--- src/hw/rtl/tcc_pkg.sv ---
// shared types and constants for the triggered four channel capture block
// no dependencies; used by tcc_ctrl, tcc_store and the top level
`default_nettype none

package tcc_pkg;

    // store geometry and field widths
    localparam int unsigned DEPTH   = 256;
    localparam int unsigned ADDR_W  = 8;
    localparam int unsigned FILL_W  = 9;
    localparam int unsigned SMP_W   = 16;
    localparam int unsigned HOLD_W  = 16;
    localparam int unsigned ENTRY_W = 4 * SMP_W;

    // stream payload widths, padded to whole bytes
    localparam int unsigned IN_DATA_W  = 80;
    localparam int unsigned OUT_DATA_W = 80;

    // apb
    localparam int unsigned PADDR_W = 5;
    localparam int unsigned PDATA_W = 32;

    // register indexes (byte address = 4 * index)
    localparam logic [2:0] REG_TRIG_MODE    = 3'd0;
    localparam logic [2:0] REG_TRIG_CHANNEL = 3'd1;
    localparam logic [2:0] REG_TRIG_LEVEL   = 3'd2;
    localparam logic [2:0] REG_TRIG_RISING  = 3'd3;
    localparam logic [2:0] REG_HOLDOFF      = 3'd4;

    // trigger modes
    localparam logic [1:0] MODE_AUTO   = 2'd0;
    localparam logic [1:0] MODE_NORMAL = 2'd1;
    localparam logic [1:0] MODE_SINGLE = 2'd2;

    // trigger channel codes
    localparam logic [2:0] CHAN_B = 3'd2;
    localparam logic [2:0] CHAN_C = 3'd3;
    localparam logic [2:0] CHAN_D = 3'd4;

    typedef enum logic [1:0] {
        PH_STOP = 2'd0,
        PH_ARM  = 2'd1,
        PH_RUN  = 2'd2,
        PH_HOLD = 2'd3
    } t_phase;

    typedef enum logic [1:0] {
        CMD_SAMPLE = 2'd0,
        CMD_ARM    = 2'd1,
        CMD_STOP   = 2'd2,
        CMD_READ   = 2'd3
    } t_cmd;

    // one input item
    typedef struct packed {
        logic [ADDR_W-1:0]       read_address;
        logic signed [SMP_W-1:0] sample_d;
        logic signed [SMP_W-1:0] sample_c;
        logic signed [SMP_W-1:0] sample_b;
        logic signed [SMP_W-1:0] sample_a;
        t_cmd                    command;
    } t_item;

    // configuration registers
    typedef struct packed {
        logic [1:0]              trig_mode;
        logic [2:0]              trig_channel;
        logic signed [SMP_W-1:0] trig_level;
        logic                    trig_rising;
        logic [HOLD_W-1:0]       holdoff_samples;
    } t_cfg;

    // store control from the capture controller
    typedef struct packed {
        logic              we;
        logic [ADDR_W-1:0] waddr;
        logic              clear;
    } t_store_ctl;

    // status of one processed item
    typedef struct packed {
        t_phase            phase;
        logic [FILL_W-1:0] fill_count;
        logic              capture_done;
    } t_status;

endpackage

`default_nettype wire

--- src/hw/rtl/tcc_ctrl.sv ---
// capture controller: phase machine, edge trigger, fill index and holdoff counter
// depends on tcc_pkg
`default_nettype none

module tcc_ctrl (
    input  wire logic               i_clk,
    input  wire logic               i_rst_n,
    input  wire logic               i_step,
    input  wire tcc_pkg::t_item     i_item,
    input  wire tcc_pkg::t_cfg      i_cfg,
    output tcc_pkg::t_status        o_status,
    output tcc_pkg::t_store_ctl     o_store_ctl
);

    localparam logic [tcc_pkg::FILL_W-1:0] FILL_FULL = tcc_pkg::FILL_W'(tcc_pkg::DEPTH);

    tcc_pkg::t_phase                    r_phase, n_phase;
    logic [tcc_pkg::FILL_W-1:0]         r_fill, n_fill;
    logic [tcc_pkg::HOLD_W-1:0]         r_hold, n_hold;
    logic signed [tcc_pkg::SMP_W-1:0]   r_prev, n_prev;
    logic                               r_prev_valid, n_prev_valid;

    logic signed [tcc_pkg::SMP_W-1:0]   cur;
    logic                               edge_mode;
    logic                               trig_hit;
    logic                               start;
    logic                               running;
    logic [tcc_pkg::FILL_W-1:0]         fill_inc;
    logic                               full;
    logic                               in_hold;
    logic [tcc_pkg::HOLD_W-1:0]         hold_val;
    logic                               hold_end;
    logic                               is_sample;

    // trigger channel select
    always_comb begin
        unique case (i_cfg.trig_channel)
            tcc_pkg::CHAN_B: cur = i_item.sample_b;
            tcc_pkg::CHAN_C: cur = i_item.sample_c;
            tcc_pkg::CHAN_D: cur = i_item.sample_d;
            default:         cur = i_item.sample_a;
        endcase
    end

    // strict level crossing against the previous compared value
    assign edge_mode = (i_cfg.trig_mode == tcc_pkg::MODE_NORMAL) ||
                       (i_cfg.trig_mode == tcc_pkg::MODE_SINGLE);
    assign trig_hit  = r_prev_valid &&
                       (i_cfg.trig_rising ? (r_prev < i_cfg.trig_level && cur > i_cfg.trig_level)
                                          : (r_prev > i_cfg.trig_level && cur < i_cfg.trig_level));

    // shared step flags
    assign is_sample = (i_item.command == tcc_pkg::CMD_SAMPLE);
    assign start     = (r_phase == tcc_pkg::PH_ARM) &&
                       ((i_cfg.trig_mode == tcc_pkg::MODE_AUTO) || (edge_mode && trig_hit));
    assign running   = (r_phase == tcc_pkg::PH_RUN) || start;
    assign fill_inc  = r_fill + tcc_pkg::FILL_W'(1);
    assign full      = running && (fill_inc >= FILL_FULL);
    assign in_hold   = full || (r_phase == tcc_pkg::PH_HOLD);
    assign hold_val  = full ? i_cfg.holdoff_samples : r_hold;
    assign hold_end  = in_hold && (hold_val == '0);

    // next phase
    always_comb begin
        n_phase = r_phase;
        unique case (i_item.command)
            tcc_pkg::CMD_ARM:  n_phase = tcc_pkg::PH_ARM;
            tcc_pkg::CMD_STOP: n_phase = tcc_pkg::PH_STOP;
            tcc_pkg::CMD_READ: n_phase = r_phase;
            default: begin
                priority if (hold_end) begin
                    n_phase = (i_cfg.trig_mode == tcc_pkg::MODE_SINGLE) ? tcc_pkg::PH_STOP
                                                                        : tcc_pkg::PH_ARM;
                end else if (in_hold) begin
                    n_phase = tcc_pkg::PH_HOLD;
                end else if (running) begin
                    n_phase = tcc_pkg::PH_RUN;
                end else begin
                    n_phase = r_phase;
                end
            end
        endcase
    end

    // fill index, holdoff counter and trigger history
    always_comb begin
        n_fill       = r_fill;
        n_hold       = r_hold;
        n_prev       = r_prev;
        n_prev_valid = r_prev_valid;
        unique case (i_item.command)
            tcc_pkg::CMD_ARM: begin
                n_fill       = '0;
                n_prev_valid = 1'b0;
            end
            tcc_pkg::CMD_STOP: begin
                n_fill       = '0;
                n_hold       = '0;
                n_prev_valid = 1'b0;
            end
            tcc_pkg::CMD_READ: begin
                n_fill = r_fill;
            end
            default: begin
                if (r_phase == tcc_pkg::PH_ARM && edge_mode) begin
                    n_prev       = cur;
                    n_prev_valid = 1'b1;
                end
                if (hold_end) begin
                    n_fill = '0;
                end else if (running) begin
                    n_fill = fill_inc;
                end
                if (in_hold) begin
                    n_hold = hold_end ? '0 : hold_val - tcc_pkg::HOLD_W'(1);
                end
            end
        endcase
    end

    // status and store control for this item
    always_comb begin
        o_status.phase        = n_phase;
        o_status.fill_count   = n_fill;
        o_status.capture_done = is_sample && full;
        o_store_ctl.we        = i_step && is_sample && running && !r_fill[tcc_pkg::FILL_W-1];
        o_store_ctl.waddr     = r_fill[tcc_pkg::ADDR_W-1:0];
        o_store_ctl.clear     = i_step && ((i_item.command == tcc_pkg::CMD_ARM) ||
                                           (i_item.command == tcc_pkg::CMD_STOP));
    end

    // state registers
    always_ff @(posedge i_clk) begin
        if (!i_rst_n) begin
            r_phase      <= tcc_pkg::PH_STOP;
            r_fill       <= '0;
            r_hold       <= '0;
            r_prev       <= '0;
            r_prev_valid <= 1'b0;
        end else if (i_step) begin
            r_phase      <= n_phase;
            r_fill       <= n_fill;
            r_hold       <= n_hold;
            r_prev       <= n_prev;
            r_prev_valid <= n_prev_valid;
        end
    end

endmodule

`default_nettype wire

--- config.mk ---
export PLATFORM = sky130hd
export DESIGN_NAME = tcc_ctrl
export DESIGN_NICKNAME = d
export VERILOG_FILES = /design/src/hw/rtl/tcc_pkg.sv /design/src/hw/rtl/tcc_ctrl.sv
export SDC_FILE = /design/constraint.sdc
export NUM_CORES = 1
export LEC_CHECK = 0
export BUFFER_PORTS_ARGS = -buffer_cell sky130_fd_sc_hd__buf_2
export CORE_ASPECT_RATIO = 1.75
export CORE_MARGIN = 3
export CORE_UTILIZATION = 54
export CTS_CLUSTER_DIAMETER = 40
export DETAILED_ROUTE_END_ITERATION = 10
export PLACE_DENSITY = 0.86
export RECOVER_POWER = 25
export SLEW_MARGIN = 20
export SYNTH_ARGS = -nofsm -noshare
export SYNTH_HDL_FRONTEND = slang
export SYNTH_SLANG_ARGS = --single-unit
--- constraint.sdc ---
create_clock -name i_clk -period 10 [get_ports i_clk]
set_clock_uncertainty 0.05 [all_clocks]
set_input_delay 2 -clock i_clk [delete_from_list [all_inputs] [get_ports i_clk]]
set_output_delay 2 -clock i_clk [all_outputs]
set_load 0.005 [all_outputs]
# Word-level counts from Yosys, hierarchy flattened
# Cells that the tools add are included.
[classes] n_addsub=2 n_mux=16 reduce_logical=30 bitwise_logic=3 order_cmp=5 eq_ne=11
[ops] op="$mux W16" count=3
[ops] op="$pmux W16 S3" count=1
[ops] op="$gt A16 B16 Y1" count=2
[ops] op="$lt A16 B16 Y1" count=2
[ops] op="$pmux W16 S2" count=1
[ops] op="$mux W9" count=2
[ops] op="$pmux W9 S2" count=1
[ops] op="$logic_not A16 Y1" count=1
[ops] op="$sub A16 B1 Y16 const B" count=1
[ops] op="$logic_and A1 B1 Y1" count=13
[ops] op="$eq A2 B2 Y1 const B" count=5
[ops] op="$add A9 B1 Y9 const B" count=1
[ops] op="$ge A9 B9 Y1 const B" count=1
[ops] op="$reduce_and A3 Y1" count=3
[ops] op="$eq A2 B1 Y1 const B" count=3
[ops] op="$eq A3 B2 Y1 const B" count=2
[ops] op="$mux W2" count=3
[ops] op="$pmux W2 S3" count=1
[ops] op="$logic_or A1 B1 Y1" count=5
[ops] op="$logic_not A2 Y1" count=2
[ops] op="$reduce_bool A2 Y1" count=2
[ops] op="$reduce_or A2 Y1" count=2
[ops] op="$eq A3 B3 Y1 const B" count=1
[ops] op="$mux W1" count=3
[ops] op="4 further kinds" count=6
[totals] reg_bits=44 out_inout_bits=22

# Depth between registers and ports, before layout
[logic_depth] word_depth=17 ltp_mapped=23 ltp_nobuf=20

# Worst setup path after synthesis
# OpenSTA, ideal clock, no wires.
[synth_timing] path_type="input -> output" startpoint="input i_cfg[34] in the netlist's numbering" endpoint="output o_status[1] in the netlist's numbering" stages=22 setup_slack_ns=1.373 n_path_buf=2 arrival_time_ns=6.577 cell_sequence="nor2b_1 clkbuf_1 clkbuf_1 a221oi_1 a21oi_1 a21o_1 ha_1 nand4_1 or4_4 a21oi_2 o31a_2 o221ai_4 a211o_1 nand2_1 mux2i_1 ha_1 inv_1 a2111oi_2 nand4_2 nand2_2 o21ai_1 mux2_2"
[synth_lines] element="start: declaration" line_no="tcc_ctrl.sv:10" source="input wire tcc_pkg::t_cfg i_cfg,"
[synth_lines] element="end: declaration" line_no="tcc_ctrl.sv:11" source="output tcc_pkg::t_status o_status,"

==> flow_summary.ini <==
[timing]
setup_tns_ns = 0
maxSlewViolCount = 0
fmaxAchievable_ghz = 0.1049
fin_crit_ns = 9.535
layout_setup_ws_ns = 0.4651
hold_viol_final = 0
slew-limit-headroom = 0.4135
rsz0062_at_grt = false
finalCritPeriodShare = 0.9535
worst_pin_slew_ns = 0.8786
final-setup-viol-count = 0

[route]
drc = 0
wl_per_cell_um = 15.87
drt_iter0_markers = 206
wl_mm = 13.57
ant_nets = 0
num_vias = 5188
viasPerCell = 6.068
drt_pass1_iterations = 5

[clock_tree]
clock-sinks = 44
htree_levels = 2
ctsHoldBuffers = 0
cts_tree = built
clockBufferDepth = 2
insertion_delay_ns = 0.28
numCtsBuffers = 5
clk_pin_slew_ns = 0.06
root_buffer = clkbuf_16

[yosys]
syn_inst = 635
synth_nets = 791
synth.largest_area_cell = dfxtp_1
yosysSeqAreaShare = 0.1880
ys_seq_elements = 44
yosysUniqueCellTypes = 70
synth_area_um2 = 4684
synth-edff-count = 0
async_reset_ff_frac = 0
synth_ff_type = dfxtp_1
syn_area_per_cell_um2 = 7.377
synth_top_area_share = 0.1880
synth_warnings = 0
synth_area_leaders = dfxtp_1 19%, ha_1 11%, a21oi_1 6.4%, nor2_1 5.4%, nor2b_1 4.1%

[floorplanning]
die_h_um = 129.2
die_w_um = 76.41
pin_count = 137
rows = 44
die_area_um2 = 9872
coreArea_um2 = 8368
initial_utilization = 0.5598

[worst_setup_path]
crit_buf_inv = 4
critical_path.slowest_cell = or4_4
worst_ep_arrival_time_ns = 7.48
criticalPathCategory = input pin to output port
required_ns = 7.95
r2r-start = r_prev[15]
slowest_delay_ns = 0.58
r2r_slack_ns = 5.21
path_cells = buf_2 > nor2b_1 > buf_4 > a221oi_1 > a21oi_1 > a21o_1 > ha_1 > nand4_1 > or4_4 > a21oi_2 > or4_1 > o211ai_2 > a211o_1 > nand2_2 > mux2i_1 > ha_1 > inv_1 > a2111oi_2 > nand4_1 > and2_1 > a21oi_1 > o22ai_1 > buf_2
crit_fanout = 18
start_kind = input pin
crit_family = simple AND/OR/NAND/NOR gates
r2r-end = r_hold[2]
endpoint_kind = output port
worstRegToRegCells = 16

[worst_hold_path]
hold_depth = 2
min_to = r_hold[6]
hp-start = r_hold[6]
holdCritPathClass = flop to flop

[global_routing]
grt_max_degree = 42
grt_pass1_wl_mm = 22.20
antenna_found_initial = 0
grt_pass1_vias = 5150
grt_overflow = 0
track_usage = 0.2687

[final_layout]
final_common_cell = buf_2
antenna_cells = 0
final_nets = 895
area_delta_synth_final_pct = 17.12
drive_gt1_frac = 0.2095
layout_common_cells = 120 x buf_2, 66 x nor2_1, 60 x a21oi_1

[place]
gp_congestion = 0.9490
portBuffers = 128
dp_slack_ns = 0.02313
dp_hpwl_mm = 10.82

[power]
powerDensity_nw_per_um2 = 83.54
p_leak_nw = 2.416
irDropWorstVdd_mv = 0.08314

[job]
cap_violations = 0

[run_status]
status = finished clean
## final cells by class
type	count	area, µm²
well taps	115	143.9
inverters	40	150.1
clock buffers	8	146.4
flip-flops and latches	44	880.8
repair buffers	134	675.6
multi-input cells	514	3490
fillers	721	2882
## worst max-delay path by stage
stage,startpoint,end,slack [ns],cells past startpoint
floorplan,i_cfg[34],o_status[1],1.37,22
global placement,i_cfg[34],o_status[1],0.19,21
detailed placement,i_cfg[34],o_status[1],0.02,21
CTS,i_cfg[34],o_status[1],0.02,21
global route,i_cfg[34],o_status[11],0.09,23
finish,i_cfg[34],o_status[11],0.47,23
## flip-flops by register name, indices dropped and copies added (netlist names)
signal	flops
r_fill	9
r_prev_valid	1
r_prev	16
r_hold	16
r_phase	2
## synth_stat cells (all sizes together), types with 3 or more instances
cell type  count
a2111oi        7
a211oi        10
a21boi         3
a21o          19
a21oi         61
a221oi        19
a22o           3
a31oi         14
and2          19
and4           3
buf           10
clkbuf        27
dfxtp         44
ha            41
inv           39
mux2i          9
nand2         45
nand2b         4
nand3         12
nand3b         3
nand4         13
nor2          67
nor2b         31
nor3          18
nor3b         16
nor4           4
o211a          6
o211ai         7
o21ai         23
o21bai         3
o22ai         11
o2bb2ai        6
xnor2          9
xor2           3
## layer usage
layer / up-vias / share of wire / track usage
met5: - / 0 / 0
met4: 0 / 0.042 / 0.1697
met3: 54 / 0.060 / 0.04033
met2: 232 / 0.54 / 0.5350
met1: 2367 / 0.36 / 0.2520
li1: 2535 / - / -
## worst register-to-register path, delay by kind of cell, from the launching register on
kind                     cells  cell delay, ns
flip-flops                   1            0.31
AND/OR/NAND/NOR              7            1.71
AO/OA/AOI/OAI                5            1.79
multiplexers                 1            0.25
adder cells (fa/ha/maj)      2            0.52
buffers and inverters        1            0.05
## kinds of logic after synthesis
kind of cell    count (synthesis)  share of synthesized area
xor+xnor                       12                    0.02244
compound gates                208                     0.3186
fa+ha+maj                      41                     0.1095
buf+inv                        77                    0.06971
simple gates                  242                     0.2676
flops                          44                     0.1880
mux                            11                    0.02404
## repair_timing
item | in CTS | in global routing
gates resized for setup | 0 | 3
endpoints found under the hold margin | 0 | 0
setup buffers | 0 | 1
setup endpoints to repair | 0 | 10
## per-stage QoR
stage	cell area (µm²)	utilization	instances	hold slack [ns]	power (mW)
after global placement	5333	0.6373	846	0.3950	0.2925
after CTS	5479	0.6548	854	0.4273	0.4628
final	5487	0.6557	855	0.4312	0.4583
after detailed placement	5333	0.6373	846	0.4081	0.2970
after floorplan	4684	-	635	0.3823	0.2545
after global routing	5487	0.6557	855	0.4453	0.4851
## report_power, final
part	total, mW	switching (mW)	internal (mW)
sequential	0.178	0.00221	0.176
combinational	0.116	0.0648	0.0513
clock	0.164	0.0642	0.0996
Note: power is estimated with default switching activity, not from simulation.
